### src/hw/rtl/smpq_pkg.sv
// Package for the sorted minimum priority queue.
// Holds action codes, the cell control struct and shared constants.
// Depends on nothing.
package smpq_pkg;

  localparam int unsigned DEFAULT_CAPACITY = 16;
  localparam int unsigned KEY_W            = 32;
  localparam int unsigned COUNT_W          = 5;

  localparam logic [1:0] ACT_PUSH  = 2'd0;
  localparam logic [1:0] ACT_POP   = 2'd1;
  localparam logic [1:0] ACT_FLUSH = 2'd2;

  localparam logic signed [KEY_W-1:0] POP_EMPTY_VALUE = '1;

  // Broadcast operation to every cell of the chain.
  typedef struct packed {
    logic push;
    logic pop;
    logic flush;
  } cell_ctrl_t;

endpackage

### src/hw/rtl/smpq_if.sv
// Valid/ready channel interfaces for the sorted minimum priority queue.
// One interface for commands, one for results. No dependencies.
interface smpq_in_if;
  logic               valid;
  logic               ready;
  logic [1:0]         action;
  logic signed [31:0] value;

  modport source (output valid, output action, output value, input ready);
  modport sink   (input valid, input action, input value, output ready);
endinterface

interface smpq_out_if;
  logic               valid;
  logic               ready;
  logic signed [31:0] popped_value;
  logic               was_empty;
  logic               overflow;
  logic [4:0]         entry_count;

  modport source (output valid, output popped_value, output was_empty,
                  output overflow, output entry_count, input ready);
  modport sink   (input valid, input popped_value, input was_empty,
                  input overflow, input entry_count, output ready);
endinterface

### src/hw/rtl/sorted_min_priority_queue.sv
// Top level of the sorted minimum priority queue: a chain of compare/shift cells.
// Depends on smpq_pkg, smpq_if (smpq_in_if, smpq_out_if) and smpq_cell.
//
// Usage: each command transaction on in_i carries an action (push, pop or
// flush) and a value that only a push uses. Every command transaction yields
// exactly one result transaction on out_o, in order. A result carries the
// popped value (the smallest stored value on a pop, -1 on a pop of an empty
// queue, 0 otherwise), an empty flag, an overflow flag for a push onto a full
// queue, and the entry count after the command.
// The result is registered: it sits in the output register the cycle after
// the command is accepted. Throughput is one command per cycle while the
// receiver takes results, set by the cell chain, where every cell compares
// its key with the broadcast value and loads or shifts in that same cycle.
// When the receiver stalls, the result is held in the output register and
// in_i.ready drops until that result is taken; a new command is accepted in
// the same cycle the waiting result leaves.
// Reset clears every cell's valid bit, the entry count and the output valid;
// the stored keys themselves are not reset and need no clearing pass.
module sorted_min_priority_queue #(
  parameter int unsigned CAPACITY = smpq_pkg::DEFAULT_CAPACITY
) (
  input  logic       clk_i,
  input  logic       rst_ni,
  smpq_in_if.sink    in_i,
  smpq_out_if.source out_o
);
  import smpq_pkg::*;

  localparam int unsigned CNT_W = $clog2(CAPACITY + 1);

  // Cell chain wiring.
  logic [CAPACITY-1:0]     valid_w;
  logic [CAPACITY-1:0]     lt_w;
  logic signed [KEY_W-1:0] entry_w [CAPACITY];
  cell_ctrl_t              ctrl;

  logic       accept;
  logic       is_push, is_pop, is_flush;
  logic       full, empty;

  logic [CNT_W-1:0]   count_q, count_d;
  logic [CNT_W+4:0]   count_ext;

  // Output register.
  logic                    out_valid_q;
  logic signed [KEY_W-1:0] popped_q, popped_d;
  logic                    was_empty_q, was_empty_d;
  logic                    overflow_q, overflow_d;
  logic [COUNT_W-1:0]      entry_count_q;

  assign in_i.ready = !out_valid_q || out_o.ready;
  assign accept     = in_i.valid && in_i.ready;

  assign is_push  = (in_i.action == ACT_PUSH);
  assign is_pop   = (in_i.action == ACT_POP);
  assign is_flush = (in_i.action == ACT_FLUSH);

  // Valid bits form a prefix, so the end cells tell full and empty.
  assign full  = valid_w[CAPACITY-1];
  assign empty = !valid_w[0];

  assign ctrl.push  = accept && is_push && !full;
  assign ctrl.pop   = accept && is_pop && !empty;
  assign ctrl.flush = accept && is_flush;

  for (genvar i = 0; i < CAPACITY; i++) begin : g_cell
    logic                    prev_lt, prev_valid, next_valid;
    logic signed [KEY_W-1:0] prev_entry, next_entry;

    if (i == 0) begin : g_head
      // The head cell always takes the new key unless it holds a smaller one.
      assign prev_lt    = 1'b1;
      assign prev_valid = 1'b1;
      assign prev_entry = '0;
    end else begin : g_body
      assign prev_lt    = lt_w[i-1];
      assign prev_valid = valid_w[i-1];
      assign prev_entry = entry_w[i-1];
    end

    if (i == CAPACITY - 1) begin : g_tail
      assign next_valid = 1'b0;
      assign next_entry = '0;
    end else begin : g_mid
      assign next_valid = valid_w[i+1];
      assign next_entry = entry_w[i+1];
    end

    smpq_cell u_cell (
      .clk_i        (clk_i),
      .rst_ni       (rst_ni),
      .ctrl_i       (ctrl),
      .key_i        (in_i.value),
      .prev_lt_i    (prev_lt),
      .prev_valid_i (prev_valid),
      .prev_entry_i (prev_entry),
      .next_valid_i (next_valid),
      .next_entry_i (next_entry),
      .lt_o         (lt_w[i]),
      .valid_o      (valid_w[i]),
      .entry_o      (entry_w[i])
    );
  end

  // Entry count after the command and the result fields.
  always_comb begin
    count_d     = count_q;
    popped_d    = '0;
    was_empty_d = 1'b0;
    overflow_d  = 1'b0;
    priority if (ctrl.flush) begin
      count_d = '0;
    end else if (ctrl.push) begin
      count_d = count_q + CNT_W'(1);
    end else if (ctrl.pop) begin
      count_d  = count_q - CNT_W'(1);
      popped_d = entry_w[0];
    end else if (accept && is_pop) begin
      popped_d    = POP_EMPTY_VALUE;
      was_empty_d = 1'b1;
    end else if (accept && is_push) begin
      overflow_d = 1'b1;
    end
  end

  // The reported count is the stored count taken modulo 32.
  assign count_ext = {5'd0, count_d};

  always_ff @(posedge clk_i or negedge rst_ni) begin
    if (!rst_ni) begin
      count_q     <= '0;
      out_valid_q <= 1'b0;
    end else begin
      count_q <= count_d;
      if (accept) begin
        out_valid_q <= 1'b1;
      end else if (out_o.ready) begin
        out_valid_q <= 1'b0;
      end
    end
  end

  always_ff @(posedge clk_i) begin
    if (accept) begin
      popped_q      <= popped_d;
      was_empty_q   <= was_empty_d;
      overflow_q    <= overflow_d;
      entry_count_q <= count_ext[COUNT_W-1:0];
    end
  end

  assign out_o.valid        = out_valid_q;
  assign out_o.popped_value = popped_q;
  assign out_o.was_empty    = was_empty_q;
  assign out_o.overflow     = overflow_q;
  assign out_o.entry_count  = entry_count_q;

  // The occupied cells always form an unbroken run from the head.
  a_valid_prefix : assert property (@(posedge clk_i) disable iff (!rst_ni)
    (valid_w & ~{valid_w[CAPACITY-2:0], 1'b1}) == '0)
    else $error("valid cells are not a contiguous prefix");

  // The count register tracks the number of occupied cells.
  a_count_match : assert property (@(posedge clk_i) disable iff (!rst_ni)
    $countones(valid_w) == 32'(count_q))
    else $error("entry count disagrees with occupied cells");

  // A push that is not dropped grows the queue by exactly one entry.
  a_push_grows : assert property (@(posedge clk_i) disable iff (!rst_ni)
    ctrl.push |=> count_q == $past(count_q) + CNT_W'(1))
    else $error("push did not add one entry");

  // The two head cells stay in ascending order.
  a_head_sorted : assert property (@(posedge clk_i) disable iff (!rst_ni)
    valid_w[1] |-> entry_w[0] <= entry_w[1])
    else $error("head entries out of order");

  // Every accepted command puts a result in the output register.
  a_result_follows : assert property (@(posedge clk_i) disable iff (!rst_ni)
    accept |=> out_valid_q)
    else $error("accepted command produced no result");

endmodule

### src/hw/rtl/smpq_cell.sv
// One storage cell of the sorted queue chain: a key and its valid bit.
// Depends on smpq_pkg.
module smpq_cell (
  input  logic                                clk_i,
  input  logic                                rst_ni,
  input  smpq_pkg::cell_ctrl_t                ctrl_i,
  input  logic signed [smpq_pkg::KEY_W-1:0]   key_i,
  input  logic                                prev_lt_i,
  input  logic                                prev_valid_i,
  input  logic signed [smpq_pkg::KEY_W-1:0]   prev_entry_i,
  input  logic                                next_valid_i,
  input  logic signed [smpq_pkg::KEY_W-1:0]   next_entry_i,
  output logic                                lt_o,
  output logic                                valid_o,
  output logic signed [smpq_pkg::KEY_W-1:0]   entry_o
);
  import smpq_pkg::*;

  logic                    valid_q, valid_d;
  logic signed [KEY_W-1:0] entry_q, entry_d;

  // Entries below the new key stay put; equal ones move behind it.
  assign lt_o = valid_q && (entry_q < key_i);

  always_comb begin
    entry_d = entry_q;
    valid_d = valid_q;
    priority if (ctrl_i.flush) begin
      valid_d = 1'b0;
    end else if (ctrl_i.pop) begin
      entry_d = next_entry_i;
      valid_d = next_valid_i;
    end else if (ctrl_i.push && !lt_o) begin
      entry_d = prev_lt_i ? key_i : prev_entry_i;
      valid_d = valid_q | prev_valid_i;
    end
  end

  always_ff @(posedge clk_i or negedge rst_ni) begin
    if (!rst_ni) begin
      valid_q <= 1'b0;
    end else begin
      valid_q <= valid_d;
    end
  end

  always_ff @(posedge clk_i) begin
    entry_q <= entry_d;
  end

  assign valid_o = valid_q;
  assign entry_o = entry_q;

endmodule
### src/flat_wrapper.sv
// flat-port wrapper written by rule: the top's interface ports become plain ports
module sorted_min_priority_queue_flat import smpq_pkg::*;
#(
  parameter int unsigned CAPACITY = smpq_pkg::DEFAULT_CAPACITY
)
  (clk_i, rst_ni, in_i_valid, in_i_action, in_i_value, in_i_ready, out_o_valid, out_o_popped_value, out_o_was_empty, out_o_overflow, out_o_entry_count, out_o_ready);
  smpq_in_if in_i_i ();
  smpq_out_if out_o_i ();
  input  logic clk_i;
  input  logic rst_ni;
  input wire logic [$bits(in_i_i.valid)-1:0] in_i_valid;
  input wire logic [$bits(in_i_i.action)-1:0] in_i_action;
  input wire logic [$bits(in_i_i.value)-1:0] in_i_value;
  output wire logic [$bits(in_i_i.ready)-1:0] in_i_ready;
  output wire logic [$bits(out_o_i.valid)-1:0] out_o_valid;
  output wire logic [$bits(out_o_i.popped_value)-1:0] out_o_popped_value;
  output wire logic [$bits(out_o_i.was_empty)-1:0] out_o_was_empty;
  output wire logic [$bits(out_o_i.overflow)-1:0] out_o_overflow;
  output wire logic [$bits(out_o_i.entry_count)-1:0] out_o_entry_count;
  input wire logic [$bits(out_o_i.ready)-1:0] out_o_ready;
  assign in_i_i.valid = in_i_valid;
  assign in_i_i.action = in_i_action;
  assign in_i_i.value = in_i_value;
  assign in_i_ready = in_i_i.ready;
  assign out_o_valid = out_o_i.valid;
  assign out_o_popped_value = out_o_i.popped_value;
  assign out_o_was_empty = out_o_i.was_empty;
  assign out_o_overflow = out_o_i.overflow;
  assign out_o_entry_count = out_o_i.entry_count;
  assign out_o_i.ready = out_o_ready;
  sorted_min_priority_queue #(.CAPACITY(CAPACITY)) u_core (.clk_i(clk_i), .rst_ni(rst_ni), .in_i(in_i_i), .out_o(out_o_i));
endmodule
### config.mk
export PLATFORM = sky130hd
export DESIGN_NAME = sorted_min_priority_queue_flat
export DESIGN_NICKNAME = d
export VERILOG_FILES = /design/src/hw/rtl/smpq_pkg.sv /design/src/hw/rtl/smpq_if.sv /design/src/hw/rtl/sorted_min_priority_queue.sv /design/src/hw/rtl/smpq_cell.sv /design/src/flat_wrapper.sv
export SDC_FILE = /design/constraint.sdc
export NUM_CORES = 2
export LEC_CHECK = 0
export BUFFER_PORTS_ARGS = -buffer_cell sky130_fd_sc_hd__clkbuf_2
export CAP_MARGIN = 20
export CORE_MARGIN = 2
export CORE_UTILIZATION = 45
export CTS_CLUSTER_SIZE = 28
export DETAILED_ROUTE_END_ITERATION = 12
export SYNTH_ARGS = -nofsm -noshare
export SYNTH_HDL_FRONTEND = slang
export SYNTH_SLANG_ARGS = --single-unit
### constraint.sdc
create_clock -name clk_i -period 16 [get_ports clk_i]
set_clock_uncertainty 0.2 [all_clocks]
set_input_delay 2.4 -clock clk_i [delete_from_list [all_inputs] [get_ports clk_i]]
set_output_delay 2.4 -clock clk_i [all_outputs]
set_load 0.03 [all_outputs]
==> results.cfg <==
[clocking]
cts_made_buffers = 70
ctsHoldBuffers = 0
clkSinkCount = 573
cts_tree = done
post-cts-setup-buffers = 0
clockBufferDepth = 3
clkTransAtPathRegs_ns = 0.06
ctsResizeCount = 0
insertion_delay_ns = 0.62
cts-root-buf = clkbuf_16
h-tree-depth = 3

[sta]
hold_viol = 0
period_share = 0.447
setup_viol = 0
rsz0062_at_grt = false
slew_headroom = 0.273
fin_setup_tns_ns = 0
slew_viol_final = 0
worst_pin_slew_ns = 1.09
timing.fmax_mhz = 140
period_needed_ns = 7.15

[yosys]
synth-xor-area-share = 0.000912
yosys.cell_types.count = 63
synthAdderAreaFrac = 0.152
yosysSeqAreaShare = 0.445
synthCells = 3674
muxShareOfSynthArea = 0.117
synth_edf_count = 551
yosys_warnings = 0
async_reset_ff_frac = 0.0384
ys_ff_latch = 573
synthesis.area_um2 = 38400
synth_simple_gate_area_frac = 0.104
synth_top_family_by_area = adder cells
avgSynthCellArea_um2 = 10.5
synth_flop_cell = edfxtp_1
syn_nets = 4179
synth_compound_area_frac = 0.145

[grt]
grt_overflow = 0
antenna_found_initial = 3
grt_max_degree = 117
grt_pass1_wl_um = 164000
grt_pass1_vias = 27940
track_usage = 0.238

[die]
start_util = 0.453
ioPinCount = 79
die_area_um2 = 87700
die_h_um = 296
rows = 107
die-width_um = 296
core_um2 = 84900

[worst_setup_path]
cpMostUsedCell = buf_4
crit_start = out_o_ready
arrival_ns = 7.28
rr_endpoint = u_core.g_cell[11].u_cell.entry_o[2]$_DFFE_PP_
endpoint_kind = register
cp-start-kind = primary input
rr_startpoint = u_core.out_o.valid$_DFFE_PN0P_
crit_type = in2reg
cp-endpoint = u_core.g_cell[11].u_cell.entry_o[2]$_DFFE_PP_
worst-path-stages = 9
path_cells = clkbuf_2 > nand2b_1 > nand2_1 > inv_2 > and3_4 > buf_4 > buf_4 > buf_4 > o21ai_0
cp_max_fo = 101
r2r_setup_slack_ns = 10.35
path_delay_family = buffers and inverters
worst-path-buf-inv = 5
slowest_stage = and3_4
reg2regPathDepth = 8
slowest_delay_ns = 0.98
crit_required_ns = 16.13

[drt]
wl_per_cell_um = 21.3
finalWirelength_um = 104000
firstDrtPassIters = 5
drt-initial-drc-count = 2410
via_per_inst = 5.79
drtAntennaViolNets = 0
vias = 28270
route.detailed.drc = 0

[pwr]
p_comb_frac = 0.220
p_switching_mw = 1.36
pwr-share-clk = 0.345
p_per_area_nw_per_um2 = 106
p_int_mw = 3.13
swShare = 0.304
leakagePower_nw = 16.9
ir_drop_mv = 0.0686
seqPwrFrac = 0.436

[place]
dp_hpwl_um = 76200
gp_congestion = 0.872
portBuffers = 78

[final_layout]
final_nets = 4188
final_core_util = 0.497
syn_to_final_growth_pct = 9.84
drive_gt1_frac = 0.0747

[min_path]
hold_class = reg2reg
hold_depth = 2

[status]
status = complete, no violations

[run]
cap_violations = 0
## worst min path at each step
stage / from / endpoint / slack, ns
3_3_place_gp: u_core.g_cell[15].u_cell.entry_o[11]$_SDFFCE_PP0P_ / u_core.g_cell[14].u_cell.entry_o[11]$_DFFE_PP_ / 0.30
4_1_cts: u_core.g_cell[15].u_cell.entry_o[7]$_SDFFCE_PP0P_ / u_core.g_cell[14].u_cell.entry_o[7]$_DFFE_PP_ / 0.33
5_1_grt: u_core.g_cell[15].u_cell.entry_o[18]$_SDFFCE_PP0P_ / u_core.g_cell[14].u_cell.entry_o[18]$_DFFE_PP_ / 0.35
3_5_place_dp: u_core.g_cell[15].u_cell.entry_o[19]$_SDFFCE_PP0P_ / u_core.g_cell[14].u_cell.entry_o[19]$_DFFE_PP_ / 0.31
6_report: u_core.g_cell[15].u_cell.entry_o[7]$_SDFFCE_PP0P_ / u_core.g_cell[14].u_cell.entry_o[7]$_DFFE_PP_ / 0.32
2_1_floorplan: u_core.g_cell[7].u_cell.valid_o$_DFFE_PN0P_ / u_core.g_cell[6].u_cell.valid_o$_DFFE_PN0P_ / 0.29
## synthesized netlist by cell type, drive strengths merged, types with 2 or more instances
master | count | area (µm²)
a211o | 11 | 96.3
edfxtp | 551 | 16500
o21a | 6 | 45.0
nand2b | 23 | 144
or2 | 2 | 12.5
clkbuf | 153 | 574
nand4 | 73 | 457
mux2i | 449 | 4510
o31ai | 44 | 330
a41oi | 3 | 26.3
inv | 79 | 297
nor4 | 8 | 50.1
nand3 | 71 | 355
a21o | 73 | 548
and3 | 8 | 50.1
nor3 | 24 | 120
a31oi | 8 | 50.1
nand2 | 462 | 1730
o211ai | 13 | 103
dfrtp | 22 | 551
buf | 66 | 522
xor2 | 3 | 26.3
o21ai | 444 | 2220
nor3b | 6 | 45.0
nor2b | 10 | 62.6
a211oi | 25 | 188
a22oi | 3 | 22.5
a221oi | 17 | 149
nor2 | 177 | 664
nor4bb | 6 | 60.1
ha | 467 | 5840
o41ai | 2 | 17.5
a21oi | 317 | 1590
or4 | 6 | 45.0
o311a | 5 | 50.1
nand3b | 4 | 30.0
and4 | 15 | 131
## metal layers
layer,up-vias,track usage,share of wire
li1,13882,-,-
met3,126,0.0243,0.043
met4,0,0.0701,0.025
met5,-,0,0
met2,638,0.372,0.44
met1,13624,0.347,0.49
## placed cells by master (no fill, tap or decap), drive strengths merged, types with 44 or more instances in the layout
cell    Yosys  routed
inv        79      83
ha        467     467
clkbuf    153     175
o31ai      44      44
o21ai     444     444
nand4      73      73
mux2i     449     449
a21oi     317     317
edfxtp    551     551
nor2      177     177
buf        66      78
nand2     462     462
a21o       73      73
nand3      71      71
## registers in the layout (all words and copies together), names as in the netlist
register	cells
u_core.g_cell.u_cell.entry_o	512
u_core.out_o.popped_value	32
u_core.g_cell.u_cell.valid_o	16
u_core.count_q	5
u_core.out_o.entry_count	5
u_core.out_o.overflow	1
u_core.out_o.valid	1
u_core.out_o.was_empty	1
## layout make-up
class | count | area [µm²]
Antenna cell | 3 | 7.51
Clock inverter | 29 | 206
Timing Repair Buffer | 156 | 1060
Clock buffer | 97 | 1960
Multi-Input combinational cell | 2803 | 20200
Sequential cell | 573 | 17100
Tap cell | 1144 | 1430
Inverter | 79 | 297
Fill cell | 7826 | 42700
## cell families after synthesis
family | after synthesis
mux | 449
buf+inv | 298
flops | 573
fa+ha+maj | 467
compound gates | 985
simple gates | 898
xor+xnor | 4
## per-stage QoR
stage	hold slack [ns]	power, mW	instance area, µm²	std cells	worst slack (ns)
3_5_place_dp	0.311	2.96	39900	4749	8.18
5_1_grt	0.353	4.71	42200	4884	8.37
4_1_cts	0.327	4.51	42100	4875	8.84
3_3_place_gp	0.300	2.94	39900	4749	8.34
2_1_floorplan	0.285	2.70	38400	3674	8.29
6_report	0.322	4.49	42200	4884	8.85
## power groups by stage
| stage | logic [mW] | clock network (mW) | registers [mW] |
|---|---|---|---|
| global placement | 0.953 | 0 | 1.98 |
| finish | 0.985 | 1.55 | 1.96 |
| CTS | 0.983 | 1.58 | 1.95 |
| detailed placement | 0.978 | 0 | 1.98 |
| floorplan | 0.739 | 0 | 1.96 |
| global route | 1.10 | 1.63 | 1.97 |
## worst min-delay path: cells and delay by family (launching register included)
| family | cells | cell delay [ns] |
|---|---|---|
| AOI/OAI and AO/OA | 1 | 0.05 |
| DFF | 1 | 0.32 |
| and+or+nand+nor | 1 | 0.04 |
Power figures use the tool's default switching activity.
